<file path="src/rtl/hbrd_pkg.sv">
`default_nettype none
// ----------------------------------------------------------------------------
// hbrd_pkg: shared types and constants of the hex / base64 region decoder
// Item and result words, the classified word between front and back, and
// the operation, result kind and region mode codes.
// ----------------------------------------------------------------------------
package hbrd_pkg;

  // Input operation codes
  typedef enum logic [1:0] {
    OP_CHAR = 2'd0,
    OP_HEX  = 2'd1,
    OP_B64  = 2'd2,
    OP_EOF  = 2'd3
  } op_e;

  // Result kinds
  typedef enum logic [1:0] {
    KIND_DATA = 2'd0,
    KIND_TERM = 2'd1,
    KIND_EOF  = 2'd2,
    KIND_ERR  = 2'd3
  } kind_e;

  // Region mode, one-hot
  typedef enum logic [2:0] {
    MODE_PASS = 3'b001,
    MODE_HEX  = 3'b010,
    MODE_B64  = 3'b100
  } mode_e;

  // Character constants
  localparam logic [7:0] CH_HASH  = 8'h23;  // '#'
  localparam logic [7:0] CH_BAR   = 8'h7C;  // '|'
  localparam logic [7:0] CH_BRACE = 8'h7D;  // '}'
  localparam logic [7:0] CH_EQ    = 8'h3D;  // '='

  // Digit widths and byte size
  localparam logic [4:0] HEX_BITS  = 5'd4;
  localparam logic [4:0] B64_BITS  = 5'd6;
  localparam logic [4:0] BYTE_BITS = 5'd8;

  typedef struct packed {
    op_e        op;
    logic [7:0] data_byte;
  } in_item_t;

  typedef struct packed {
    logic [7:0] out_byte;
    kind_e      kind;
    logic       leftover_warning;
    logic       bad_char;
  } out_item_t;

  // Mode-independent classification of one input word
  typedef struct packed {
    op_e        op;
    logic [7:0] ch;
    logic       is_space;
    logic       is_hash;
    logic       is_bar;
    logic       is_eq;
    logic       hex_ok;
    logic [3:0] hex_val;
    logic       b64_ok;
    logic [5:0] b64_val;
  } class_t;

endpackage
`default_nettype wire

</file>
<file path="src/rtl/hbrd_front.sv">
`default_nettype none
// ----------------------------------------------------------------------------
// hbrd_front: input side of the region decoder
// Classifies each accepted word for both digit alphabets and holds it in a
// two-entry queue until the back end takes it.
// ----------------------------------------------------------------------------
module hbrd_front (
  input  wire logic              clk,
  input  wire logic              rst,
  input  wire logic              push,
  output logic                   full,
  input  wire hbrd_pkg::in_item_t item,
  output logic                   cls_valid,
  input  wire logic              cls_pop,
  output hbrd_pkg::class_t       cls
);
  import hbrd_pkg::*;

  class_t     cls_in;
  logic [7:0] c;
  class_t     mem [2];
  logic       wr_ptr;
  logic       rd_ptr;
  logic [1:0] count;
  logic       wr_en;
  logic       rd_en;

  // Classify the incoming character for every mode at once
  always_comb begin
    c              = item.data_byte;
    cls_in.op      = item.op;
    cls_in.ch      = c;
    cls_in.is_space = (c == 8'h20) || (c inside {[8'h09:8'h0D]});
    cls_in.is_hash = (c == CH_HASH);
    cls_in.is_bar  = (c == CH_BAR) || (c == CH_BRACE);
    cls_in.is_eq   = (c == CH_EQ);
    cls_in.hex_ok  = 1'b1;
    cls_in.hex_val = 4'd0;
    if (c inside {[8'h30:8'h39]}) begin
      cls_in.hex_val = 4'(c - 8'h30);
    end else if (c inside {[8'h41:8'h46]}) begin
      cls_in.hex_val = 4'(c - 8'h37);
    end else if (c inside {[8'h61:8'h66]}) begin
      cls_in.hex_val = 4'(c - 8'h57);
    end else begin
      cls_in.hex_ok = 1'b0;
    end
    cls_in.b64_ok  = 1'b1;
    cls_in.b64_val = 6'd0;
    if (c inside {[8'h41:8'h5A]}) begin
      cls_in.b64_val = 6'(c - 8'h41);
    end else if (c inside {[8'h61:8'h7A]}) begin
      cls_in.b64_val = 6'(c - 8'h47);
    end else if (c inside {[8'h30:8'h39]}) begin
      cls_in.b64_val = 6'(c + 8'h04);
    end else if (c == 8'h2B) begin
      cls_in.b64_val = 6'd62;
    end else if (c == 8'h2F) begin
      cls_in.b64_val = 6'd63;
    end else begin
      cls_in.b64_ok = 1'b0;
    end
  end

  // Queue handshake
  assign full      = (count == 2'd2);
  assign cls_valid = (count != 2'd0);
  assign wr_en     = push && !full;
  assign rd_en     = cls_pop && cls_valid;
  assign cls       = mem[rd_ptr];

  // Store classified words
  always_ff @(posedge clk) begin
    if (wr_en) begin
      mem[wr_ptr] <= cls_in;
    end
  end

  // Advance pointers and fill count
  always_ff @(posedge clk) begin
    if (rst) begin
      wr_ptr <= 1'b0;
      rd_ptr <= 1'b0;
      count  <= 2'd0;
    end else begin
      if (wr_en) begin
        wr_ptr <= !wr_ptr;
      end
      if (rd_en) begin
        rd_ptr <= !rd_ptr;
      end
      count <= 2'(count + {1'b0, wr_en} - {1'b0, rd_en});
    end
  end

  a_count_max: assert property (@(posedge clk) disable iff (rst) count <= 2'd2)
    else $error("front queue overfilled");
  a_ptr_gap: assert property (@(posedge clk) disable iff (rst)
    (count == 2'd0 || count == 2'd2) |-> (wr_ptr == rd_ptr))
    else $error("front queue pointers out of step");
  a_full_holds: assert property (@(posedge clk) disable iff (rst)
    (full && !rd_en) |=> full)
    else $error("front queue lost a word while stalled");

endmodule
`default_nettype wire

</file>
<file path="src/rtl/hbrd_back.sv">
`default_nettype none
// ----------------------------------------------------------------------------
// hbrd_back: execution side of the region decoder
// Keeps the region mode and bit accumulator, turns classified words into
// result words and holds them in a two-entry output queue.
// ----------------------------------------------------------------------------
module hbrd_back (
  input  wire logic              clk,
  input  wire logic              rst,
  input  wire logic              cls_valid,
  output logic                   cls_pop,
  input  wire hbrd_pkg::class_t  cls,
  output logic                   empty,
  input  wire logic              pop,
  output hbrd_pkg::out_item_t    result
);
  import hbrd_pkg::*;

  mode_e      mode;
  mode_e      mode_next;
  logic [15:0] bit_buffer;
  logic [15:0] bit_buffer_next;
  logic [3:0]  bit_count;
  logic [3:0]  bit_count_next;

  logic        go;
  logic        res_valid;
  out_item_t   res;
  logic        in_hex;
  logic        term;
  logic        bad;
  logic [15:0] acc;
  logic [4:0]  sum;
  logic [15:0] mask;

  out_item_t   mem [2];
  logic        wr_ptr;
  logic        rd_ptr;
  logic [1:0]  count;
  logic        out_full;
  logic        wr_en;
  logic        rd_en;

  // Take a word whenever the output queue has room
  assign out_full = (count == 2'd2);
  assign go       = cls_valid && !out_full;
  assign cls_pop  = go;

  // Decode one word against the current mode
  always_comb begin
    mode_next       = mode;
    bit_buffer_next = bit_buffer;
    bit_count_next  = bit_count;
    res_valid       = 1'b0;
    res             = '0;
    in_hex          = (mode == MODE_HEX);
    term            = in_hex ? cls.is_hash : cls.is_bar;
    bad             = 1'b0;
    acc             = 16'd0;
    sum             = 5'd0;
    mask            = ~(16'hFFFF << bit_count);
    if (go) begin
      case (cls.op)
        OP_HEX: begin
          mode_next       = MODE_HEX;
          bit_buffer_next = 16'd0;
          bit_count_next  = 4'd0;
        end
        OP_B64: begin
          mode_next       = MODE_B64;
          bit_buffer_next = 16'd0;
          bit_count_next  = 4'd0;
        end
        OP_EOF: begin
          mode_next       = MODE_PASS;
          bit_buffer_next = 16'd0;
          bit_count_next  = 4'd0;
          res_valid       = 1'b1;
          res.kind        = KIND_EOF;
        end
        default: begin
          if (mode == MODE_HEX || mode == MODE_B64) begin
            if (term) begin
              // Close the region, flag unused nonzero bits
              res_valid            = 1'b1;
              res.out_byte         = cls.ch;
              res.kind             = KIND_TERM;
              res.leftover_warning = (bit_count != 4'd0) && ((bit_buffer & mask) != 16'd0);
              mode_next            = MODE_PASS;
              bit_buffer_next      = 16'd0;
              bit_count_next       = 4'd0;
            end else if (cls.is_space || (!in_hex && cls.is_eq)) begin
              // Skip filler characters
              res_valid = 1'b0;
            end else begin
              // Shift the digit in, a bad digit counts as zero
              if (in_hex) begin
                bad = !cls.hex_ok;
                acc = {bit_buffer[11:0], cls.hex_ok ? cls.hex_val : 4'd0};
                sum = {1'b0, bit_count} + HEX_BITS;
              end else begin
                bad = !cls.b64_ok;
                acc = {bit_buffer[9:0], cls.b64_ok ? cls.b64_val : 6'd0};
                sum = {1'b0, bit_count} + B64_BITS;
              end
              bit_buffer_next = acc;
              if (sum >= BYTE_BITS) begin
                bit_count_next = 4'(sum - BYTE_BITS);
                res_valid      = 1'b1;
                res.out_byte   = 8'(acc >> (sum - BYTE_BITS));
                res.kind       = KIND_DATA;
                res.bad_char   = bad;
              end else begin
                bit_count_next = sum[3:0];
                if (bad) begin
                  res_valid    = 1'b1;
                  res.kind     = KIND_ERR;
                  res.bad_char = 1'b1;
                end
              end
            end
          end else begin
            // Pass the byte through
            res_valid    = 1'b1;
            res.out_byte = cls.ch;
            res.kind     = KIND_DATA;
          end
        end
      endcase
    end
  end

  // Hold decoder state
  always_ff @(posedge clk) begin
    if (rst) begin
      mode       <= MODE_PASS;
      bit_buffer <= 16'd0;
      bit_count  <= 4'd0;
    end else begin
      mode       <= mode_next;
      bit_buffer <= bit_buffer_next;
      bit_count  <= bit_count_next;
    end
  end

  // Output queue handshake
  assign wr_en  = go && res_valid;
  assign rd_en  = pop && !empty;
  assign empty  = (count == 2'd0);
  assign result = mem[rd_ptr];

  // Store result words
  always_ff @(posedge clk) begin
    if (wr_en) begin
      mem[wr_ptr] <= res;
    end
  end

  // Advance pointers and fill count
  always_ff @(posedge clk) begin
    if (rst) begin
      wr_ptr <= 1'b0;
      rd_ptr <= 1'b0;
      count  <= 2'd0;
    end else begin
      if (wr_en) begin
        wr_ptr <= !wr_ptr;
      end
      if (rd_en) begin
        rd_ptr <= !rd_ptr;
      end
      count <= 2'(count + {1'b0, wr_en} - {1'b0, rd_en});
    end
  end

  a_count_below_byte: assert property (@(posedge clk) disable iff (rst)
    bit_count < 4'd8)
    else $error("accumulator holds a whole byte");
  a_eof_clears: assert property (@(posedge clk) disable iff (rst)
    (go && cls.op == OP_EOF) |=> (mode == MODE_PASS && bit_count == 4'd0 && !empty))
    else $error("end of file did not reset the decoder");
  a_no_overfill: assert property (@(posedge clk) disable iff (rst)
    out_full |-> !wr_en)
    else $error("result written into a full queue");
  a_pass_empty_acc: assert property (@(posedge clk) disable iff (rst)
    (mode == MODE_PASS) |-> (bit_count == 4'd0))
    else $error("accumulator not clear in pass-through");

endmodule
`default_nettype wire

</file>
<file path="src/rtl/hex_base64_region_decoder_top.sv">
`default_nettype none
// ----------------------------------------------------------------------------
// hex_base64_region_decoder_top: hex and base64 region decoder
// Passes characters through, or decodes hex / base64 regions into bytes.
//
//   channel  | handshake    | word
//   ---------+--------------+-------------------------------------------
//   input    | push / full  | item   : op, data_byte
//   result   | pop / empty  | result : out_byte, kind, leftover_warning,
//            |              |          bad_char
//
// One word per cycle sustained while the result side keeps popping; a word
// taken is held in the front queue, then decoded into the result queue once
// the back end takes it (stalled while the result queue is full).
// The combinational decode step in the back end sets the rate.
// Synchronous reset returns to pass-through with an empty accumulator and
// both queues empty. A stalled result side fills the two-entry queues and
// then raises full.
// ----------------------------------------------------------------------------
module hex_base64_region_decoder_top (
  input  wire logic                 clk,
  input  wire logic                 rst,
  input  wire logic                 push,
  output logic                      full,
  input  wire hbrd_pkg::in_item_t   item,
  output logic                      empty,
  input  wire logic                 pop,
  output hbrd_pkg::out_item_t       result
);
  import hbrd_pkg::*;

  class_t cls;
  logic   cls_valid;
  logic   cls_pop;

  hbrd_front u_front (
    .clk       (clk),
    .rst       (rst),
    .push      (push),
    .full      (full),
    .item      (item),
    .cls_valid (cls_valid),
    .cls_pop   (cls_pop),
    .cls       (cls)
  );

  hbrd_back u_back (
    .clk       (clk),
    .rst       (rst),
    .cls_valid (cls_valid),
    .cls_pop   (cls_pop),
    .cls       (cls),
    .empty     (empty),
    .pop       (pop),
    .result    (result)
  );

endmodule
`default_nettype wire

</file>
<file path="config.mk">
export PLATFORM = sky130hd
export DESIGN_NAME = hex_base64_region_decoder_top
export DESIGN_NICKNAME = d
export VERILOG_FILES = /design/src/rtl/hbrd_pkg.sv /design/src/rtl/hbrd_front.sv /design/src/rtl/hbrd_back.sv /design/src/rtl/hex_base64_region_decoder_top.sv
export SDC_FILE = /design/constraint.sdc
export NUM_CORES = 1
export LEC_CHECK = 0
export ABC_AREA = 1
export CORE_MARGIN = 2
export CORE_UTILIZATION = 60
export DETAILED_ROUTE_END_ITERATION = 6
export DONT_BUFFER_PORTS = 1
export GPL_ROUTABILITY_DRIVEN = 0
export GPL_TIMING_DRIVEN = 0
export PLACE_DENSITY = 0.78
export SYNTH_ARGS = -nofsm -noshare
export SYNTH_HDL_FRONTEND = slang
export SYNTH_SLANG_ARGS = --single-unit
</file>
<file path="constraint.sdc">
create_clock -name clk -period 5.2 [get_ports clk]
set_input_delay 1.04 -clock clk [delete_from_list [all_inputs] [get_ports clk]]
set_output_delay 1.04 -clock clk [all_outputs]
set_load 0.05 [all_outputs]
</file>
## Yosys cells after proc, flatten, opt, wreduce, memory -nomap -nowiden

Memories as Yosys holds them, arrays and structs flattened. A register that Yosys moved wholly into a read port is not among the register bits.
Cells that the tools add are included.

- Register bits: 31
- RAM bits: 76
- Input port bits: 14
- Output and inout port bits: 14
- Word-level logic and storage cells: 171
- Memories kept: 2

Memories:

| memory | depth | bits a word | read ports | clocked after memory_dff | write ports | RTL line | text |
|---|---|---|---|---|---|---|---|
| u_front.mem | 2 | 26 | 1 | 1 | 1 | hbrd_front.sv:21 | `class_t mem [2];` |
| u_back.mem | 2 | 12 | 1 | 1 | 1 | hbrd_back.sv:36 | `out_item_t mem [2];` |

- Add/sub/neg operators: 13
- Order comparisons: 11
- Equality and inequality tests: 15
- Shift operators: 2
- Mux-type cells: 79
- Bitwise gates (word level): 2
- Reduce and logical (&&, ||, !) cells: 38

Operators by type and width:

| operator | number |
|---|---|
| 2-to-1 mux 16 bit | 10 |
| equality test 8 x 6 -> 1 bit (second input constant) | 5 |
| 2-to-1 mux 4 bit | 9 |
| 2-to-1 mux 6 bit | 6 |
| 2-to-1 mux 1 bit | 33 |
| <= comparator 8 x 7 -> 1 bit (second input constant) | 4 |
| 2-to-1 mux 10 bit | 3 |
| 2-to-1 mux 5 bit | 6 |
| AND 16 bit | 1 |
| equality test 8 x 7 -> 1 bit (second input constant) | 2 |
| greater-or-equal comparator 8 x 7 -> 1 bit (second input constant) | 2 |
| 2-to-1 mux 8 bit | 2 |
| inverter 16 bit | 1 |
| nonzero test 16 bit | 1 |
| left shift 16 x 4 -> 16 bit (first input constant) | 1 |
| >> shifter 16 x 5 -> 8 bit | 1 |
| logical AND 1 bit | 13 |
| 2-to-1 mux 12 bit | 1 |
| nonzero test 4 bit | 3 |
| adder 4 x 3 -> 5 bit (second input constant) | 2 |
| zero test 1 bit | 10 |
| case mux 3 bit (3 select lines) | 1 |
| equality test 2 bit (second input constant) | 4 |
| greater-or-equal comparator 8 x 4 -> 1 bit (second input constant) | 1 |
| other kinds (26) | 38 |

## Logic depth before layout (Yosys ltp)

- Word-level depth: 19
- Gate-level depth with buffers: 17
- Gate-level depth less buffers: 17

## Cells and area by module

From an unflattened synthesis, not the netlist that was laid out.

- Cell total of the unflattened synthesis: 734
- Area, all modules: 6328.6 sq um

Modules (own cells, without submodules):

| module | times used | cells each | area an instance (sq um) | sequential area each (sq um) |
|---|---|---|---|---|
| hbrd_back | 1 | 460 | 3330.7 | 1221.2 |
| hbrd_front | 1 | 274 | 2997.9 | 1661.6 |

## Worst setup path before layout

No wires, ideal clock.

- Path kind: register to register
- From: register u_back.bit_count[1]
- To: memory u_back.mem[1][0] (netlist name), enable pin
- Library setup time: 0.382 ns
- Data arrival time: 2.402 ns
- Required time: 4.818 ns
- Slack: 2.416 ns
- Cell stages (with the launch flop): 14
- Buffers on the path: 1
- Period minus slack after synthesis: 2.784 ns
- Cells stage by stage: dfxtp_1 -> inv_1 -> ha_1 -> ha_1 -> inv_1 -> nand2_1 -> nand2_1 -> clkbuf_1 -> ha_1 -> nand2_1 -> nand2_1 -> nand2_1 -> nand2_1 -> nor2_1

- Longest elaborated chain between the ends: 17
- Elaborated cells between the ends (all ways): 18
- Those cells by class: add/sub (2); order compare (1); mux (14); reduce/logical (1)

RTL lines:

| element | RTL line | text |
|---|---|---|
| from (decl) | hbrd_back.sv:23 | `logic [3:0] bit_count;` |
| from (signal assigned) | hbrd_back.sv:142 | `bit_count <= bit_count_next;` |
| adder 4 x 3 -> 5 bit (on tied branches) | hbrd_back.sv:104, hbrd_back.sv:100 |  |
| 2-to-1 mux 5 bit * | hbrd_back.sv:97 | `if (in_hex) begin` |
| 2-to-1 mux 5 bit * | hbrd_back.sv:92 | `end else if (cls.is_space \|\| (!in_hex && cls.is_eq)) begin` |
| 2-to-1 mux 5 bit * | hbrd_back.sv:83 | `if (term) begin` |
| 2-to-1 mux 5 bit * | hbrd_back.sv:82 | `if (mode == MODE_HEX \|\| mode == MODE_B64) begin` |
| 2-to-1 mux 5 bit * | hbrd_back.sv:63 | `case (cls.op)` |
| 2-to-1 mux 5 bit * | hbrd_back.sv:62 | `if (go) begin` |
| greater-or-equal comparator 5 x 4 -> 1 bit * | hbrd_back.sv:107 | `if (sum >= BYTE_BITS) begin` |
| 2-to-1 mux 1 bit * | hbrd_back.sv:107 |  |
| 2-to-1 mux 1 bit * | hbrd_back.sv:92 |  |
| 2-to-1 mux 1 bit * | hbrd_back.sv:83 |  |
| 2-to-1 mux 1 bit * | hbrd_back.sv:82 |  |
| case mux 1 bit (2 select lines) * | hbrd_back.sv:63 |  |
| 2-to-1 mux 1 bit * | hbrd_back.sv:62 |  |
| logical AND 1 bit * | hbrd_back.sv:147 | `assign wr_en = go && res_valid;` |
| 2-to-1 mux 1 bit * | hbrd_back.sv:154 | `if (wr_en) begin` |
| 2-to-1 mux 1 bit (implied by the code) * | hbrd_back.sv:155 | `mem[wr_ptr] <= res;` |
| to (decl) | hbrd_back.sv:36 |  |

Mark *: on every way between the ends. The rest lies on a longest branch, timed or not. The select of a mux whose other input is x is not followed.

==> results.toml <==
[global_routing]
grt_antenna_before_repair = 0
grt_pass1_wl_mm = 22.7
grt_pass1_vias = 4713
grtUsageTotal_pct = 26.2
overflow = 0
grt_max_degree = 20

[placed_design]
dp_hpwl_mm = 9.92
portBuffers = 0
place_ws_ns = 1.78
placed_area_um2 = 6240

[yosys]
synthMuxAreaShare_pct = 2.25
synthArstFlopShare_pct = 0
synth_area_um2 = 6020
syn_nets = 749
synth_top_family_by_area = "simple AND/OR/NAND/NOR gates"
syn_area_per_cell_um2 = 8.50
yosysWarnings = 0
synth-xor-area-share_pct = 1.46
synthesis.instances = 708
synth-compound-area-share_pct = 10.4
ys_types = 41
synth.largest_area_cell = "edfxtp_1"
ys_top_cells_by_area = "edfxtp_1 (38%), nand2_1 (13%), dfxtp_1 (10%), ha_1 (5.6%), nand3_1 (4.9%)"
synth_fa_ha_area_share_pct = 5.62
synth_simple_gate_area_share_pct = 25.9
ys_seq_area_share_pct = 47.9
synth_edf_count = 76
ys.flop_type = "edfxtp_1"
ys_seq_elements = 106
yosys.area.top_type_share_pct = 37.9

[clock_network]
cts_buffer_depth = 2
holdBufCountCts = 0
cts.sinks = 106
clk_pin_slew_ns = 0.11
cts_setup_buffers = 0
ctsRootBufferMaster = "clkbuf_8"
cts_tree = "done"
clk_latency_ns = 0.38
ctsHtreeMaxLevel = 3
numCtsBuffers = 9
cts_resized = 0

[worst_hold_path]
hold_path_class = "flop to flop"

[routing]
drt-vias-per-instance = 5.76
wl_mm = 13.5
ant_nets = 0
dr.pass1.iters = 5
drc_errors = 0
drtIter0Drc = 373
wire_per_inst_um = 15.8
vias = 4949

[worst_setup_path]
critPathSlowestCell = "nor2_1"
r2r-end = "u_back.mem[1][0]"
cp_slowest_stage_delay_ns = 0.79
startpoint_type = "flop"
arrival_ns = 3.43
crit_required_ns = 5.20
reg2reg_depth = 11
worst_path_most_repeated_cell = "o21ai_0"
cp_top_family = "simple AND/OR/NAND/NOR gates"
worstSetupEndpointType = "flop"
worstPathCellList = "buf_4 -> inv_2 -> buf_2 -> clkbuf_1 -> or2_2 -> o21ai_0 -> ha_1 -> o21ai_0 -> inv_1 -> nand2_1 -> nor2_1"
cp_num_buf_inv = 5
endpoint = "u_back.mem[1][0]"
worst-r2r-setup-slack_ns = 1.77
cp_max_fo = 13
crit_type = "flop to flop"
worstSetupPathDepth = 11

[floorplanning]
die-area_um2 = 10800
die_x_um = 104
start_util_pct = 61.5
dieHeight_um = 104
core_area_um2 = 9770
ioPinCount = 28
rows = 36

[finish]
regArea_um2 = 2880
area_growth_pct = 7.01
nNetsFinal = 762
design_area_um2 = 6440
fillers = 798
drive_above_1_share_pct = 11.6
multi_input_area_um2 = 2750
antennaDiodeCount = 0

[timing]
period_share_pct = 66.0
fin_skew_ns = 0.0167
worst_slack_ns = 1.77
holdWs_ns = 0.460
fmaxAchievable_mhz = 292
tightest_slew_ns = 1.02
fin_setup_tns_ns = 0
drv_slew = 0
rsz0062_at_grt = "false"
finalHoldViolCount = 0
max_slew_margin_pct = 31.8
finalSetupViolations = 0
period_needed_ns = 3.43

[power]
swShare_pct = 43.4
clkPwrFrac_pct = 17.9
powerDensity_nw_per_um2 = 453
leakage_nw = 2.68
seq_power_share_pct = 38.8
internal_power_mw = 1.65
pwr-share-comb_pct = 43.3
p_switching_mw = 1.27
vdd_drop_max_mv = 0.266
p_total_mw = 2.92

[flow_run]
cap_violations = 0

[run_status]
outcome = "finished, final reports clean"
-- stage by stage --
stage                     cells  utilization (%)
after floorplan             708                -
after global placement      841             63.2
after detailed placement    843             63.9
after CTS                   859             65.9
after global routing        859             65.9
final                       859             65.9
-- kinds of logic (layout without fill, tap and decap cells) --
logic type | Yosys count | count (layout)
AND/OR/NAND/NOR | 352 | 352
XOR/XNOR | 10 | 10
AO/OA/AOI/OAI | 108 | 108
adder cells (fa/ha/maj) | 27 | 27
flip-flops | 106 | 106
buffers and inverters | 93 | 111
multiplexers | 12 | 12
-- area by class of cell --
type | instances | area share, %
clock buffers | 11 | 2.04
clock inverters | 5 | 0.991
repair buffers | 2 | 0.855
inverters | 72 | 4.28
multi-input cells | 509 | 42.7
well taps | 133 | 2.59
flip-flops and latches | 106 | 44.8
plain buffers | 21 | 1.75
-- worst register-to-register path, delay by kind of cell, from the launching register on --
family                     cells  cell delay (ns)
AOI/OAI and AO/OA              2             0.37
adders and majority gates      1             0.39
buffers and inverters          5             0.75
and+or+nand+nor                3             1.22
DFF                            1             0.32
-- worst min path at each step --
| stage | from | end | slack, ns | cells past startpoint |
|---|---|---|---|---|
| final | u_back.rd_ptr | u_back.rd_ptr | 0.46 | 1 |
| after detailed placement | u_back.rd_ptr | flop | 0.44 | 1 |
| after global routing | u_front.rd_ptr | flop | 0.50 | 1 |
| after global placement | u_front.rd_ptr | flop | 0.44 | 1 |
| after CTS | u_back.rd_ptr | u_back.rd_ptr | 0.46 | 1 |
| after floorplan | u_front.rd_ptr | flop | 0.43 | 1 |
-- cells in the mapped netlist (3+ instances only) --
library cell / instances
nand2_2: 14
buf_2: 6
nand3_1: 59
clkinv_1: 4
xor2_1: 9
o21bai_1: 3
clkbuf_1: 9
o21ai_0: 40
nor2_1: 37
nand4_1: 6
inv_1: 63
buf_4: 4
nand2_1: 214
a21oi_2: 10
inv_2: 4
o211ai_1: 8
nor4_1: 3
mux2_2: 12
a21oi_1: 35
dfxtp_1: 30
edfxtp_1: 76
nand3b_1: 4
or2_2: 6
ha_1: 27
o22ai_1: 3
-- cells in the final DEF, fill, tap and decap left out, drive strengths merged, types with 2 or more instances in the layout --
master    instances
or2               6
a31oi             2
xor2              9
o22ai             3
o211ai            8
ha               27
a21oi            45
nand3b            4
buf              14
nor2             40
nand4             6
o21bai            3
o21ai            42
a211oi            2
mux2             12
clkbuf           20
inv              68
dfxtp            30
edfxtp           76
clkinvlp          3
nor4              3
nand2           230
nand3            62
clkinv            5
-- power groups by stage --
stage / logic, mW / registers, mW / clock network [mW]
detailed placement: 1.24 / 1.15 / 0
floorplan: 0.988 / 1.14 / 0
global route: 1.41 / 1.15 / 0.551
finish: 1.26 / 1.13 / 0.522
global placement: 1.19 / 1.14 / 0
CTS: 1.25 / 1.13 / 0.525
-- flip-flops by register name (all words and copies together) (netlist names), named ones only --
register           flops
u_back.bit_buffer     14
u_back.bit_count       3
u_back.count           2
u_back.mem            24
u_back.mode            3
u_back.rd_ptr          1
u_back.wr_ptr          1
u_front.count          2
u_front.mem           52
u_front.rd_ptr         1
u_front.wr_ptr         1
-- per-layer routing --
| metal | share of wire (%) | global-route usage [%] | routed length, µm | up-vias |
|---|---|---|---|---|
| met5 | 0 | 0 | 0 | - |
| met2 | 47 | 43.2 | 6360 | 240 |
| met1 | 42 | 33.5 | 5700 | 2275 |
| met4 | 3.8 | 12.2 | 510 | 0 |
| li1 | - | - | - | 2392 |
| met3 | 7.2 | 4.64 | 979 | 42 |
Note: power is estimated with default switching activity, not from simulation.
